## config.mk

```make
export PLATFORM = sky130hd
export DESIGN_NAME = step_rate_accumulator_flat
export DESIGN_NICKNAME = d
export VERILOG_FILES = /design/src/rtl/sra_pkg.sv /design/src/rtl/sra_req_if.sv /design/src/rtl/sra_rsp_if.sv /design/src/rtl/step_rate_accumulator.sv /design/src/rtl/sra_in_reg.sv /design/src/rtl/sra_credit.sv /design/src/rtl/sra_core.sv /design/src/rtl/sra_out_reg.sv /design/src/flat_wrapper.sv
export SDC_FILE = /design/constraint.sdc
export NUM_CORES = 1
export LEC_CHECK = 0
export BUFFER_PORTS_ARGS = -buffer_cell sky130_fd_sc_hd__clkbuf_2
export CAP_MARGIN = 20
export CORE_MARGIN = 2
export CORE_UTILIZATION = 60
export CTS_CLUSTER_SIZE = 40
export DETAILED_ROUTE_END_ITERATION = 16
export PLACE_DENSITY = 0.89
export SLEW_MARGIN = 20
export SYNTH_ARGS = -nofsm -noshare
export SYNTH_HDL_FRONTEND = slang
export SYNTH_SLANG_ARGS = --single-unit
```

## constraint.sdc

```tcl
create_clock -name clock -period 17 [get_ports clock]
set_clock_uncertainty 0.2 [all_clocks]
set_input_delay 3.4 -clock clock [delete_from_list [all_inputs] [get_ports clock]]
set_output_delay 3.4 -clock clock [all_outputs]
set_load 0.02 [all_outputs]
```

## src/rtl/sra_pkg.sv

```systemverilog
// ----------------------------------------------------------------------------
// sra_pkg
// Shared widths, limits, operation codes and payload types of the step rate
// accumulator.
// ----------------------------------------------------------------------------
package sra_pkg;

   localparam int FRACTION_BITS_DEFAULT = 9;

   localparam int OP_W       = 3;
   localparam int RATE_W     = 16;
   localparam int ACC_W      = RATE_W + 1;
   localparam int BATCH_W    = 8;
   localparam int RECENT_W   = 14;
   localparam int SESSION_W  = 17;
   localparam int TOTAL_W    = 24;
   localparam int CREDIT_W   = 14;
   localparam int DAY_W      = 14;
   localparam int SECONDS_W  = 16;
   localparam int PROGRESS_W = 16;
   localparam int PACING_W   = 10;
   localparam int CSR_W      = 8;

   localparam logic [OP_W-1:0] OP_DETECT   = 3'd0;
   localparam logic [OP_W-1:0] OP_TICK     = 3'd1;
   localparam logic [OP_W-1:0] OP_ROLLOVER = 3'd2;
   localparam logic [OP_W-1:0] OP_SECOND   = 3'd3;
   localparam logic [OP_W-1:0] OP_CLEAR    = 3'd4;

   localparam logic [RECENT_W-1:0]   RECENT_MAX   = 14'd9999;
   localparam logic [SESSION_W-1:0]  SESSION_MAX  = 17'd99999;
   localparam logic [TOTAL_W-1:0]    TOTAL_MAX    = 24'd9999999;
   localparam logic [CREDIT_W-1:0]   CREDIT_MAX   = 14'd9999;
   localparam logic [DAY_W-1:0]      DAY_MAX      = 14'd9999;
   localparam logic [SECONDS_W-1:0]  SECONDS_MAX  = 16'hFFFF;
   localparam logic [PROGRESS_W-1:0] PROGRESS_MAX = 16'hFFFF;
   localparam logic [PACING_W-1:0]   PACING_MAX   = 10'd1023;
   localparam logic [PACING_W-1:0]   PACING_STEP  = 10'h40;
   localparam logic [PACING_W-1:0]   PACING_START = 10'd32;
   localparam logic [BATCH_W-1:0]    BATCH_MAX    = 8'd255;
   localparam logic [CSR_W-1:0]      CREDIT_RESET = 8'd20;

   typedef struct packed {
      logic [OP_W-1:0]   op;
      logic [RATE_W-1:0] step_rate;
      logic [RATE_W-1:0] pending_rate;
      logic              clear_totals;
   } req_type;

   typedef struct packed {
      logic [BATCH_W-1:0]   batch_size;
      logic [RECENT_W-1:0]  recent_steps;
      logic [SESSION_W-1:0] session_count;
      logic [TOTAL_W-1:0]   total_count;
      logic [CREDIT_W-1:0]  credits;
      logic                 timer_reload;
      logic [DAY_W-1:0]     day_count;
      logic [SECONDS_W-1:0] second_ticks;
   } rsp_type;

   typedef struct packed {
      logic [RECENT_W-1:0]   recent;
      logic [SESSION_W-1:0]  session;
      logic [TOTAL_W-1:0]    total;
      logic [PROGRESS_W-1:0] progress;
      logic [CREDIT_W-1:0]   credits;
   } credit_state_type;

endpackage

```

## src/rtl/sra_req_if.sv

```systemverilog
// ----------------------------------------------------------------------------
// sra_req_if
// Request channel: one operation per transfer.
// ----------------------------------------------------------------------------
interface sra_req_if;
   import sra_pkg::*;

   logic                valid;
   logic                ready;
   logic [OP_W-1:0]     op;
   logic [RATE_W-1:0]   step_rate;
   logic [RATE_W-1:0]   pending_rate;
   logic                clear_totals;

   modport source (output valid, op, step_rate, pending_rate, clear_totals, input ready);
   modport sink   (input valid, op, step_rate, pending_rate, clear_totals, output ready);
endinterface

```

## src/rtl/sra_rsp_if.sv

```systemverilog
// ----------------------------------------------------------------------------
// sra_rsp_if
// Response channel: counter snapshot after each operation.
// ----------------------------------------------------------------------------
interface sra_rsp_if;
   import sra_pkg::*;

   logic                 valid;
   logic                 ready;
   logic [BATCH_W-1:0]   batch_size;
   logic [RECENT_W-1:0]  recent_steps;
   logic [SESSION_W-1:0] session_count;
   logic [TOTAL_W-1:0]   total_count;
   logic [CREDIT_W-1:0]  credits;
   logic                 timer_reload;
   logic [DAY_W-1:0]     day_count;
   logic [SECONDS_W-1:0] second_ticks;

   modport source (output valid, batch_size, recent_steps, session_count, total_count,
                   credits, timer_reload, day_count, second_ticks, input ready);
   modport sink   (input valid, batch_size, recent_steps, session_count, total_count,
                   credits, timer_reload, day_count, second_ticks, output ready);
endinterface

```

## src/rtl/step_rate_accumulator.sv

```systemverilog
// ----------------------------------------------------------------------------
// step_rate_accumulator
// Pedometer step accounting: batches, pacing, saturating counters, credits.
//
// req_ch takes one operation per transfer (detect, pacing tick, day rollover,
// second tick, clear); rsp_ch returns one counter snapshot per operation, in
// order. csr_wr_en/csr_wr_data write credit_steps; the user must write it only
// while the block is idle, the block itself does not enforce this. A request is
// held in the input register, then the core applies it to the state and loads
// the result register, which drives the response. The state update is a single
// pass of saturating adds, so one request is taken every cycle while the
// receiver does not stall. Reset clears all counters and the pipeline and sets
// credit_steps to 20. When the receiver stalls, the result register holds its
// response, the input register fills with one more request, and then
// req_ch.ready drops until the response is taken.
// ----------------------------------------------------------------------------
module step_rate_accumulator #(
   parameter int FRACTION_BITS = sra_pkg::FRACTION_BITS_DEFAULT
) (
   input  logic                        clock,
   input  logic                        reset,
   input  logic                        csr_wr_en,
   input  logic [sra_pkg::CSR_W-1:0]   csr_wr_data,
   sra_req_if.sink                     req_ch,
   sra_rsp_if.source                   rsp_ch
);
   import sra_pkg::*;

   logic    item_valid;
   req_type item;
   rsp_type result;
   logic    can_load;
   logic    advance;

   assign advance = item_valid && can_load;

   sra_in_reg u_in_reg (
      .clock      (clock),
      .reset      (reset),
      .req_ch     (req_ch),
      .advance    (advance),
      .item_valid (item_valid),
      .item       (item)
   );

   sra_core #(
      .FRACTION_BITS (FRACTION_BITS)
   ) u_core (
      .clock       (clock),
      .reset       (reset),
      .csr_wr_en   (csr_wr_en),
      .csr_wr_data (csr_wr_data),
      .fire        (advance),
      .item        (item),
      .result      (result)
   );

   sra_out_reg u_out_reg (
      .clock    (clock),
      .reset    (reset),
      .load     (advance),
      .result   (result),
      .can_load (can_load),
      .rsp_ch   (rsp_ch)
   );

endmodule

```

## src/rtl/sra_in_reg.sv

```systemverilog
// ----------------------------------------------------------------------------
// sra_in_reg
// Input register: holds one accepted request until the core takes it.
// ----------------------------------------------------------------------------
module sra_in_reg (
   input  logic              clock,
   input  logic              reset,
   sra_req_if.sink           req_ch,
   input  logic              advance,
   output logic              item_valid,
   output sra_pkg::req_type  item
);
   import sra_pkg::*;

   logic    valid_ff;
   logic    valid_in;
   req_type data_ff;

   assign req_ch.ready = !valid_ff || advance;
   assign valid_in     = req_ch.valid || (valid_ff && !advance);

   always_ff @(posedge clock) begin
      if (reset) begin
         valid_ff <= 1'b0;
      end else begin
         valid_ff <= valid_in;
      end
   end

   always_ff @(posedge clock) begin
      if (req_ch.valid && req_ch.ready) begin
         data_ff.op           <= req_ch.op;
         data_ff.step_rate    <= req_ch.step_rate;
         data_ff.pending_rate <= req_ch.pending_rate;
         data_ff.clear_totals <= req_ch.clear_totals;
      end
   end

   assign item_valid = valid_ff;
   assign item       = data_ff;

endmodule

```

## src/rtl/sra_credit.sv

```systemverilog
// ----------------------------------------------------------------------------
// sra_credit
// Step crediting: saturating counter adds and credit earning.
// ----------------------------------------------------------------------------
module sra_credit (
   input  logic                            en,
   input  logic [sra_pkg::BATCH_W-1:0]     steps,
   input  logic [sra_pkg::CSR_W-1:0]       credit_steps,
   input  sra_pkg::credit_state_type       st_i,
   output sra_pkg::credit_state_type       st_o
);
   import sra_pkg::*;

   logic [RECENT_W:0]   recent_sum;
   logic [SESSION_W:0]  session_sum;
   logic [TOTAL_W:0]    total_sum;
   logic [PROGRESS_W:0] progress_sum;
   logic [PROGRESS_W-1:0] progress_sat;

   always_comb begin
      recent_sum   = (RECENT_W + 1)'(st_i.recent) + (RECENT_W + 1)'(steps);
      session_sum  = (SESSION_W + 1)'(st_i.session) + (SESSION_W + 1)'(steps);
      total_sum    = (TOTAL_W + 1)'(st_i.total) + (TOTAL_W + 1)'(steps);
      progress_sum = (PROGRESS_W + 1)'(st_i.progress) + (PROGRESS_W + 1)'(steps);
      progress_sat = (progress_sum > (PROGRESS_W + 1)'(PROGRESS_MAX)) ?
                     PROGRESS_MAX : progress_sum[PROGRESS_W-1:0];
      st_o = st_i;
      if (en) begin
         st_o.recent  = (recent_sum > (RECENT_W + 1)'(RECENT_MAX)) ?
                        RECENT_MAX : recent_sum[RECENT_W-1:0];
         st_o.session = (session_sum > (SESSION_W + 1)'(SESSION_MAX)) ?
                        SESSION_MAX : session_sum[SESSION_W-1:0];
         st_o.total   = (total_sum > (TOTAL_W + 1)'(TOTAL_MAX)) ?
                        TOTAL_MAX : total_sum[TOTAL_W-1:0];
         st_o.progress = progress_sat;
         if (progress_sat >= PROGRESS_W'(credit_steps)) begin
            st_o.progress = progress_sat - PROGRESS_W'(credit_steps);
            if (st_i.credits < CREDIT_MAX) begin
               st_o.credits = st_i.credits + CREDIT_W'(1);
            end
         end
      end
   end

endmodule

```

## src/rtl/sra_core.sv

```systemverilog
// ----------------------------------------------------------------------------
// sra_core
// Step accounting state and the per-operation update logic.
// ----------------------------------------------------------------------------
module sra_core #(
   parameter int FRACTION_BITS = sra_pkg::FRACTION_BITS_DEFAULT
) (
   input  logic                         clock,
   input  logic                         reset,
   input  logic                         csr_wr_en,
   input  logic [sra_pkg::CSR_W-1:0]    csr_wr_data,
   input  logic                         fire,
   input  sra_pkg::req_type             item,
   output sra_pkg::rsp_type             result
);
   import sra_pkg::*;

   logic [CSR_W-1:0]         credit_steps_ff;
   logic [FRACTION_BITS-1:0] rem_ff,      rem_in;
   logic [BATCH_W-1:0]       batch_ff,    batch_in;
   logic [BATCH_W-1:0]       released_ff, released_in;
   logic [PACING_W-1:0]      pacing_ff,   pacing_in;
   credit_state_type         cstate_ff,   cstate_in;
   logic [DAY_W-1:0]         day_ff,      day_in;
   logic [SECONDS_W-1:0]     seconds_ff,  seconds_in;

   credit_state_type         cstate_cr;
   logic [ACC_W-1:0]         acc_pend, whole_pend, acc_rate, whole_rate;
   logic [BATCH_W-1:0]       pend_steps, rate_batch, rel_next, credit_n;
   logic [FRACTION_BITS-1:0] rem_mid;
   logic [PACING_W:0]        pace_sum;
   logic [PACING_W-1:0]      pace_sat;
   logic [BATCH_W:0]         rel_inc;
   logic                     pace_fire, tick_active, detect_active, credit_en, reload;

   always_comb begin
      acc_pend   = ACC_W'(rem_ff) + ACC_W'(item.pending_rate);
      whole_pend = acc_pend >> FRACTION_BITS;
      pend_steps = (whole_pend > ACC_W'(BATCH_MAX)) ? BATCH_MAX : whole_pend[BATCH_W-1:0];
      rem_mid    = (item.pending_rate != '0) ? acc_pend[FRACTION_BITS-1:0] : rem_ff;
      acc_rate   = ACC_W'(rem_mid) + ACC_W'(item.step_rate);
      whole_rate = acc_rate >> FRACTION_BITS;
      rate_batch = (whole_rate > ACC_W'(BATCH_MAX)) ? BATCH_MAX : whole_rate[BATCH_W-1:0];

      pace_sum    = (PACING_W + 1)'(pacing_ff) + (PACING_W + 1)'(batch_ff);
      pace_sat    = (pace_sum > (PACING_W + 1)'(PACING_MAX)) ?
                    PACING_MAX : pace_sum[PACING_W-1:0];
      pace_fire   = pace_sat > PACING_STEP;
      tick_active = released_ff != batch_ff;
      rel_inc     = (BATCH_W + 1)'(released_ff) + (BATCH_W + 1)'(1);
      rel_next    = (rel_inc > (BATCH_W + 1)'(batch_ff)) ? batch_ff : rel_inc[BATCH_W-1:0];

      detect_active = (item.op == OP_DETECT) && (item.step_rate != '0);
      credit_en     = (detect_active && (item.pending_rate != '0)) ||
                      ((item.op == OP_TICK) && tick_active && pace_fire);
      credit_n      = (item.op == OP_DETECT) ? pend_steps : BATCH_W'(1);
   end

   sra_credit u_credit (
      .en           (credit_en),
      .steps        (credit_n),
      .credit_steps (credit_steps_ff),
      .st_i         (cstate_ff),
      .st_o         (cstate_cr)
   );

   always_comb begin
      rem_in      = rem_ff;
      batch_in    = batch_ff;
      released_in = released_ff;
      pacing_in   = pacing_ff;
      cstate_in   = cstate_cr;
      day_in      = day_ff;
      seconds_in  = seconds_ff;
      reload      = 1'b0;
      unique case (item.op)
         OP_DETECT: begin
            if (detect_active) begin
               rem_in      = acc_rate[FRACTION_BITS-1:0];
               batch_in    = rate_batch;
               released_in = '0;
               pacing_in   = PACING_START;
               reload      = rate_batch != '0;
            end
         end
         OP_TICK: begin
            if (tick_active) begin
               pacing_in = pace_sat;
               if (pace_fire) begin
                  released_in = rel_next;
                  pacing_in   = pace_sat - PACING_STEP;
               end
            end
         end
         OP_ROLLOVER: begin
            if (day_ff < DAY_MAX) begin
               day_in = day_ff + DAY_W'(1);
            end
            cstate_in.session = '0;
         end
         OP_SECOND: begin
            if (seconds_ff < SECONDS_MAX) begin
               seconds_in = seconds_ff + SECONDS_W'(1);
            end
         end
         OP_CLEAR: begin
            seconds_in         = '0;
            cstate_in.credits  = '0;
            cstate_in.progress = '0;
            if (item.clear_totals) begin
               cstate_in.total = '0;
               day_in          = '0;
            end
         end
         default: begin
         end
      endcase

      result.batch_size    = batch_in;
      result.recent_steps  = cstate_in.recent;
      result.session_count = cstate_in.session;
      result.total_count   = cstate_in.total;
      result.credits       = cstate_in.credits;
      result.timer_reload  = reload;
      result.day_count     = day_in;
      result.second_ticks  = seconds_in;
   end

   always_ff @(posedge clock) begin
      if (reset) begin
         credit_steps_ff <= CREDIT_RESET;
         rem_ff          <= '0;
         batch_ff        <= '0;
         released_ff     <= '0;
         pacing_ff       <= '0;
         cstate_ff       <= '0;
         day_ff          <= '0;
         seconds_ff      <= '0;
      end else begin
         if (csr_wr_en) begin
            credit_steps_ff <= csr_wr_data;
         end
         if (fire) begin
            rem_ff      <= rem_in;
            batch_ff    <= batch_in;
            released_ff <= released_in;
            pacing_ff   <= pacing_in;
            cstate_ff   <= cstate_in;
            day_ff      <= day_in;
            seconds_ff  <= seconds_in;
         end
      end
   end

endmodule

```

## src/rtl/sra_out_reg.sv

```systemverilog
// ----------------------------------------------------------------------------
// sra_out_reg
// Result register: holds one response until the receiver takes it.
// ----------------------------------------------------------------------------
module sra_out_reg (
   input  logic              clock,
   input  logic              reset,
   input  logic              load,
   input  sra_pkg::rsp_type  result,
   output logic              can_load,
   sra_rsp_if.source         rsp_ch
);
   import sra_pkg::*;

   logic    valid_ff;
   logic    valid_in;
   rsp_type data_ff;

   assign can_load = !valid_ff || rsp_ch.ready;
   assign valid_in = load || (valid_ff && !rsp_ch.ready);

   always_ff @(posedge clock) begin
      if (reset) begin
         valid_ff <= 1'b0;
      end else begin
         valid_ff <= valid_in;
      end
   end

   always_ff @(posedge clock) begin
      if (load) begin
         data_ff <= result;
      end
   end

   assign rsp_ch.valid         = valid_ff;
   assign rsp_ch.batch_size    = data_ff.batch_size;
   assign rsp_ch.recent_steps  = data_ff.recent_steps;
   assign rsp_ch.session_count = data_ff.session_count;
   assign rsp_ch.total_count   = data_ff.total_count;
   assign rsp_ch.credits       = data_ff.credits;
   assign rsp_ch.timer_reload  = data_ff.timer_reload;
   assign rsp_ch.day_count     = data_ff.day_count;
   assign rsp_ch.second_ticks  = data_ff.second_ticks;

endmodule

```

## src/flat_wrapper.sv

```systemverilog
// flat-port wrapper written by rule: the top's interface ports become plain ports
module step_rate_accumulator_flat import sra_pkg::*;
#(
   parameter int FRACTION_BITS = sra_pkg::FRACTION_BITS_DEFAULT
)
  (clock, reset, csr_wr_en, csr_wr_data, req_ch_valid, req_ch_op, req_ch_step_rate, req_ch_pending_rate, req_ch_clear_totals, req_ch_ready, rsp_ch_valid, rsp_ch_batch_size, rsp_ch_recent_steps, rsp_ch_session_count, rsp_ch_total_count, rsp_ch_credits, rsp_ch_timer_reload, rsp_ch_day_count, rsp_ch_second_ticks, rsp_ch_ready);
  sra_req_if req_ch_i ();
  sra_rsp_if rsp_ch_i ();
  input  logic clock;
  input  logic reset;
  input  logic csr_wr_en;
  input  logic [sra_pkg::CSR_W-1:0] csr_wr_data;
  input wire logic [$bits(req_ch_i.valid)-1:0] req_ch_valid;
  input wire logic [$bits(req_ch_i.op)-1:0] req_ch_op;
  input wire logic [$bits(req_ch_i.step_rate)-1:0] req_ch_step_rate;
  input wire logic [$bits(req_ch_i.pending_rate)-1:0] req_ch_pending_rate;
  input wire logic [$bits(req_ch_i.clear_totals)-1:0] req_ch_clear_totals;
  output wire logic [$bits(req_ch_i.ready)-1:0] req_ch_ready;
  output wire logic [$bits(rsp_ch_i.valid)-1:0] rsp_ch_valid;
  output wire logic [$bits(rsp_ch_i.batch_size)-1:0] rsp_ch_batch_size;
  output wire logic [$bits(rsp_ch_i.recent_steps)-1:0] rsp_ch_recent_steps;
  output wire logic [$bits(rsp_ch_i.session_count)-1:0] rsp_ch_session_count;
  output wire logic [$bits(rsp_ch_i.total_count)-1:0] rsp_ch_total_count;
  output wire logic [$bits(rsp_ch_i.credits)-1:0] rsp_ch_credits;
  output wire logic [$bits(rsp_ch_i.timer_reload)-1:0] rsp_ch_timer_reload;
  output wire logic [$bits(rsp_ch_i.day_count)-1:0] rsp_ch_day_count;
  output wire logic [$bits(rsp_ch_i.second_ticks)-1:0] rsp_ch_second_ticks;
  input wire logic [$bits(rsp_ch_i.ready)-1:0] rsp_ch_ready;
  assign req_ch_i.valid = req_ch_valid;
  assign req_ch_i.op = req_ch_op;
  assign req_ch_i.step_rate = req_ch_step_rate;
  assign req_ch_i.pending_rate = req_ch_pending_rate;
  assign req_ch_i.clear_totals = req_ch_clear_totals;
  assign req_ch_ready = req_ch_i.ready;
  assign rsp_ch_valid = rsp_ch_i.valid;
  assign rsp_ch_batch_size = rsp_ch_i.batch_size;
  assign rsp_ch_recent_steps = rsp_ch_i.recent_steps;
  assign rsp_ch_session_count = rsp_ch_i.session_count;
  assign rsp_ch_total_count = rsp_ch_i.total_count;
  assign rsp_ch_credits = rsp_ch_i.credits;
  assign rsp_ch_timer_reload = rsp_ch_i.timer_reload;
  assign rsp_ch_day_count = rsp_ch_i.day_count;
  assign rsp_ch_second_ticks = rsp_ch_i.second_ticks;
  assign rsp_ch_i.ready = rsp_ch_ready;
  step_rate_accumulator #(.FRACTION_BITS(FRACTION_BITS)) u_core (.clock(clock), .reset(reset), .csr_wr_en(csr_wr_en), .csr_wr_data(csr_wr_data), .req_ch(req_ch_i), .rsp_ch(rsp_ch_i));
endmodule
```

== After elaboration in Yosys (flattened, before gate mapping) ==
Index checks and enable logic that the tools add are counted.

* Register bits after elaboration: 304
* Logic and storage cells: 119

* Add/sub/neg operators: 13
* Order comparisons: 13
* Equal/unequal tests: 8
* Muxes and demuxes: 31
* Reduce and logical (&&, ||, !) cells: 28

{| class="wikitable"
|+ Operators with widths
! kind !! count
|-
| 85-bit 2-to-1 mux || 1
|-
| 8-bit 2-to-1 mux || 9
|-
| 14-bit 2-to-1 mux || 4
|-
| 54-bit 2-to-1 mux || 1
|-
| 24-bit 2-to-1 mux || 2
|-
| 10-bit 2-to-1 mux || 4
|-
| 9-bit by 16-bit adder with 17-bit output || 2
|-
| 17-bit 2-to-1 mux || 2
|-
| 16-bit 2-to-1 mux || 2
|-
| 16-bit case mux with 2 select lines || 1
|-
| 16-bit nonzero test || 2
|-
| 30-bit 2-to-1 mux || 1
|-
| 14-bit by 1-bit adder with 14-bit output, second input constant || 2
|-
| 14-bit < comparator, second input constant || 2
|-
| 14-bit case mux with 2 select lines || 1
|-
| 24-bit by 8-bit adder with 25-bit output || 1
|-
| 25-bit by 24-bit > comparator with 1-bit output, second input constant || 1
|-
| 10-bit case mux with 2 select lines || 1
|-
| 17-bit by 8-bit adder with 18-bit output || 1
|-
| 18-bit by 17-bit > comparator with 1-bit output, second input constant || 1
|-
| 16-bit by 8-bit adder with 17-bit output || 1
|-
| 17-bit by 16-bit > comparator with 1-bit output, second input constant || 1
|-
| 16-bit by 1-bit adder with 16-bit output, second input constant || 1
|-
| 16-bit by 8-bit >= comparator with 1-bit output || 1
|-
| 28 further kinds || 48
|}

== Longest topological paths before layout ==
* Depth after elaboration: 12
* Depth in mapped cells: 31

== Hierarchy ==
From an unflattened synthesis, not the netlist that was laid out.

* Cells, all modules: 2,196
* Area total of the unflattened synthesis: 19,307.3 um2

{| class="wikitable"
|+ Modules (own cells, without submodules)
! module !! times used !! cells each !! area an instance (um2) !! sequential area each (um2)
|-
| sra_core || 1 || 1,285 || 9,811.9 || 3,163.0
|-
| sra_credit || 1 || 757 || 5,063.6 || 0.0
|-
| sra_out_reg || 1 || 112 || 3,289.4 || 3,263.1
|-
| sra_in_reg || 1 || 41 || 1,136.1 || 1,101.1
|-
| step_rate_accumulator || 1 || 1 || 6.3 || 0.0
|}

== Worst setup path after synthesis ==
OpenSTA, ideal clock, no wires.

* Path kind: input -> register
* Start: input port rsp_ch_ready
* End: register u_core.u_core.cstate_ff[52] in the netlist's numbering
* Library setup time: 0.078 ns
* Arrival: 7.723 ns
* Required time: 16.722 ns
* Slack: 9.000 ns
* Cell stages on the path: 8
* Path buffers: 3
* Cells stage by stage: nor2b_1 nand2b_1 clkbuf_1 inv_2 clkbuf_1 buf_1 nand4_1 a21oi_1

* Cells in the longest elaborated chain, start to end: 2

{| class="wikitable"
|+ Ends and longest elaborated chain
! item !! RTL line !! text
|-
| start: declaration || flat_wrapper.sv:28 || <nowiki>input wire logic [$bits(rsp_ch_i.ready)-1:0] rsp_ch_ready;</nowiki>
|-
| 1-bit logical OR || sra_out_reg.sv:19 || <nowiki>assign can_load = !valid_ff || rsp_ch.ready;</nowiki>
|-
| 1-bit logical AND || step_rate_accumulator.sv:35 || <nowiki>assign advance = item_valid && can_load;</nowiki>
|-
| via u_core.advance || step_rate_accumulator.sv:33 || <nowiki>logic advance;</nowiki>
|-
| end signal: assignment || sra_core.sv:148 || <nowiki>cstate_ff <= cstate_in;</nowiki>
|-
| end: declaration || sra_core.sv:23 || <nowiki>credit_state_type cstate_ff, cstate_in;</nowiki>
|}

The timed path passes the listed nets, and every way through them passes these cells.
A chain may end at the register's enable or synchronous reset.

==> results by group <==
Timing
  • Slew at the pin with the worst max-slew slack: 1.14 ns
  • Final setup viols: 0
  • Max Fclk: approximately 110 MHz
  • Unrepaired setup endpoints after global routing: no
  • Final setup TNS: 0 ns
  • Max-slew violations: 0
  • Fin crit period: 8.75 ns
  • Max_slew headroom: 23.4%
  • Final Hold Viols: 0
  • Crit share post-route: 51.4%

Finish
  • Layout cells sized above 1: about an eighth
  • # diodes: 0
  • Most frequent cells in the layout: 216 x nand2_1, 185 x nor2_1, 160 x dfxtp_1, 157 x clkbuf_2, 144 x edfxtp_1
  • Nets: roughly 2,300
  • Area Growth Syn to Fin: 10.9%
  • Commonest non-fill, non-tap cell in the layout: nand2_1
  • Final instance area: 20,600 sq um

Worst setup path
  • Crit-path slowest cell: nand4bb_1
  • CP top delay family: compound AO/OA/AOI/OAI gates
  • Cells on worst reg2reg path: 29
  • Slowest stage delay, CP: around 0.8 ns
  • Flop2flop setup slack: between 8 and 9 ns
  • Critical path type: flop to flop
  • Worst flop-to-flop path endpoint: u_core.u_out_reg.rsp_ch.credits[1]
  • Worst Setup End Kind: flop
  • Crit path DAT: 8.78 ns
  • Max Fanout on Critical Path: 16
  • Bufs and invs on worst path: 2
  • CP Data Required Time: 17.03 ns
  • Worst reg2reg startpoint: u_core.u_in_reg.item[1]
  • CP startpoint kind: flop

Floorplan
  • Die area: 32,300 sq um
  • Die Wd: 180 microns
  • Placeable core area: 30,500 sq um
  • FP Rows: 64
  • Chip Height: ~180 microns
  • I/O pin count: 159
  • Starting Density: 60.8%

Global route
  • GR Overflow Total: 0
  • Initial antenna violation count: 0
  • Grt met2 use: 47.6%
  • Grt peak-use layer: met2
  • Met1 GRT Util: 38.4%
  • Vias in the first global route: 15,450
  • Gr usage total: 29.0%
  • First-pass GRT wire length: 78,300 microns
  • M3 GR Usage: 4.98%
  • Largest net degree at the start of global routing: 85

Hold path
  • Min-delay src: u_core.u_core.pacing_ff[0]
  • Hold path endpoint: u_core.u_core.pacing_ff[0]
  • Hold Path Cell Cnt: 2
  • Hold Path Class: flop to flop

Logic synthesis
  • Flops & latches, synth: 304
  • Syn_nets: 2,227
  • Synth Flop Type: dfxtp_1
  • Post-Syn Instances: approximately 2,100
  • Number of synthesized flops with an enable pin: 144
  • Syn Std Cell Area: 18,500 sq um
  • Post-synthesis sequential area ratio: 40.6%
  • Synth Warn #: 0
  • Post-synth ARST share: 0%
  • Syn_area_per_cell: 8.87 sq um
  • Post-synthesis cell type count: 105

Drt
  • ANT nets after route: 0
  • Initial DRC Count: 1,832
  • Initial DRT Pass Iterations: 6
  • Vias per cell: 6.50
  • Routed WL: around 49,000 microns
  • Routed WL per cell: 18.8 microns
  • DRC viols: 0
  • Vias: approximately 17,000

Clock tree
  • Clk sink count: 304
  • CTS Buf Count: 34
  • CTS Buffer Depth: 3
  • Clock root buffer: clkbuf_16
  • Worst-Skew Late Latency: between 0.5 and 0.6 ns
  • H-tree Lvls: 2
  • # resized after CTS: 0
  • Setup repair bufs after CTS: 0
  • CTS tree: built
  • Worst-path clk slew: 0.06 ns
  • CTS hold repair buffers: 0

Power and ir drop
  • LEAKAGE: 0.00776 uW
  • VDD IR max: just over 0.08 mV
  • Pwr Density: between 80 and 90 nW/um^2

Outcome
  • Status: complete, no violations

Placement
  • Post-placement cell area: 19,400 sq um
  • Port bufs: 158
  • Detailed placement HPWL: 33,300 microns
  • GP Congestion: between 0.9 and 1

Flow run
  • Max cap viols: 0
worst register-to-register path, delay by kind of cell (launching register included):
family | cells | cell delay, ns
flip-flops | 1 | 0.41
AO/OA/AOI/OAI | 14 | 3.23
AND/OR/NAND/NOR | 8 | 2.18
buffers and inverters | 2 | 0.56
multiplexers | 1 | 0.49
adder cells (fa/ha/maj) | 4 | 1.38
logic make-up (layout without fill, tap and decap cells):
logic type / count (synthesis) / in the layout / share of synthesized area [%]
AOI/OAI and AO/OA: 593 / 593 / 21.7
buffers and inverters: 173 / 282 / 3.87
DFF: 304 / 304 / 40.6
muxes: 42 / 42 / 2.31
xor gates and xnor gates: 83 / 83 / 3.92
and+or+nand+nor: 807 / 807 / 21.4
adders and majority gates: 88 / 88 / 6.26
power breakdown:
group / internal [uW] / total (uW) / switching [uW]
Sequential: 791 / 807 / 16.7
Combinational: 55.1 / 164 / 109
Clock: 426 / 727 / 301
Total: 1270 / 1700 / 428
worst max path at each step:
stage / start / end / cells past startpoint
floorplan: rsp_ch_ready / u_core.u_core.cstate_ff[52] / 8
global placement: u_core.u_in_reg.item[1] / u_core.u_out_reg.rsp_ch.credits[1] / 29
detailed placement: u_core.u_in_reg.item[1] / u_core.u_out_reg.rsp_ch.credits[1] / 29
CTS: u_core.u_in_reg.item[1] / u_core.u_out_reg.rsp_ch.credits[1] / 29
global route: u_core.u_in_reg.item[1] / u_core.u_out_reg.rsp_ch.credits[1] / 29
finish: u_core.u_in_reg.item[1] / u_core.u_out_reg.rsp_ch.credits[1] / 29
layout make-up:
cell class	count	area [sq um]
clock inverters	16	159
multi-input cells	1613	10300
repair buffers	176	948
flip-flops and latches	304	7530
clock buffers	45	943
inverters	45	174
well taps	396	495
fillers	2312	9940
sequential cells by signal (all words and copies together), names as in the netlist:
| name | cells |
|---|---|
| u_core.u_core.day_ff | 14 |
| u_core.u_out_reg.rsp_ch.credits | 14 |
| u_core.u_out_reg.rsp_ch.valid | 1 |
| u_core.u_out_reg.rsp_ch.day_count | 14 |
| u_core.u_in_reg.item_valid | 1 |
| u_core.u_core.seconds_ff | 16 |
| u_core.u_out_reg.rsp_ch.timer_reload | 1 |
| u_core.u_out_reg.rsp_ch.batch_size | 8 |
| u_core.u_out_reg.rsp_ch.total_count | 24 |
| u_core.u_core.pacing_ff | 10 |
| u_core.u_core.released_ff | 8 |
| u_core.u_core.credit_steps_ff | 8 |
| u_core.u_core.batch_ff | 8 |
| u_core.u_in_reg.item | 36 |
| u_core.u_out_reg.rsp_ch.recent_steps | 14 |
| u_core.u_core.cstate_ff | 85 |
| u_core.u_out_reg.rsp_ch.session_count | 17 |
| u_core.u_core.rem_ff | 9 |
| u_core.u_out_reg.rsp_ch.second_ticks | 16 |
cell usage after synthesis (16+ instances only):
master / number / share of area (%)
a211oi_1: 37 / 1.5
a21o_1: 22 / 0.89
a21oi_1: 140 / 3.8
a31oi_1: 49 / 1.7
and2_1: 18 / 0.61
and3_1: 31 / 1.0
buf_2: 21 / 0.57
clkbuf_1: 86 / 1.7
dfxtp_1: 160 / 17
edfxtp_1: 144 / 23
ha_1: 80 / 5.4
inv_1: 44 / 0.89
mux2i_1: 35 / 1.9
nand2_1: 217 / 4.4
nand2b_1: 27 / 0.91
nand3_1: 97 / 2.6
nand4_1: 32 / 1.1
nor2_1: 185 / 3.7
nor2b_1: 17 / 0.57
nor3_1: 68 / 1.8
nor4_1: 21 / 0.71
o211ai_1: 23 / 0.93
o21a_1: 27 / 1.1
o21ai_0: 129 / 3.5
o31ai_1: 16 / 0.65
or3_1: 28 / 0.94
xnor2_1: 40 / 1.9
xor2_1: 43 / 2.0
per-layer routing:
metal | wire length, microns | vias to the layer above
li1 | - | 7976
met1 | 20100 | 7925
met2 | 22800 | 841
met3 | 4100 | 132
met4 | 1660 | 0
met5 | 0 | -
through the flow:
stage	utilization [%]	instances	worst slack, ns	power (uW)	hold slack, ns
5_1_grt	67.4	2595	7.66	1760	0.301
3_5_place_dp	63.7	2533	8.51	983	0.267
3_3_place_gp	63.7	2533	8.90	977	0.261
6_report	67.4	2595	8.25	1700	0.283
4_1_cts	67.3	2594	8.46	1710	0.278
2_1_floorplan	-	2090	9.00	933	0.239
Power figures use the tool's default switching activity.
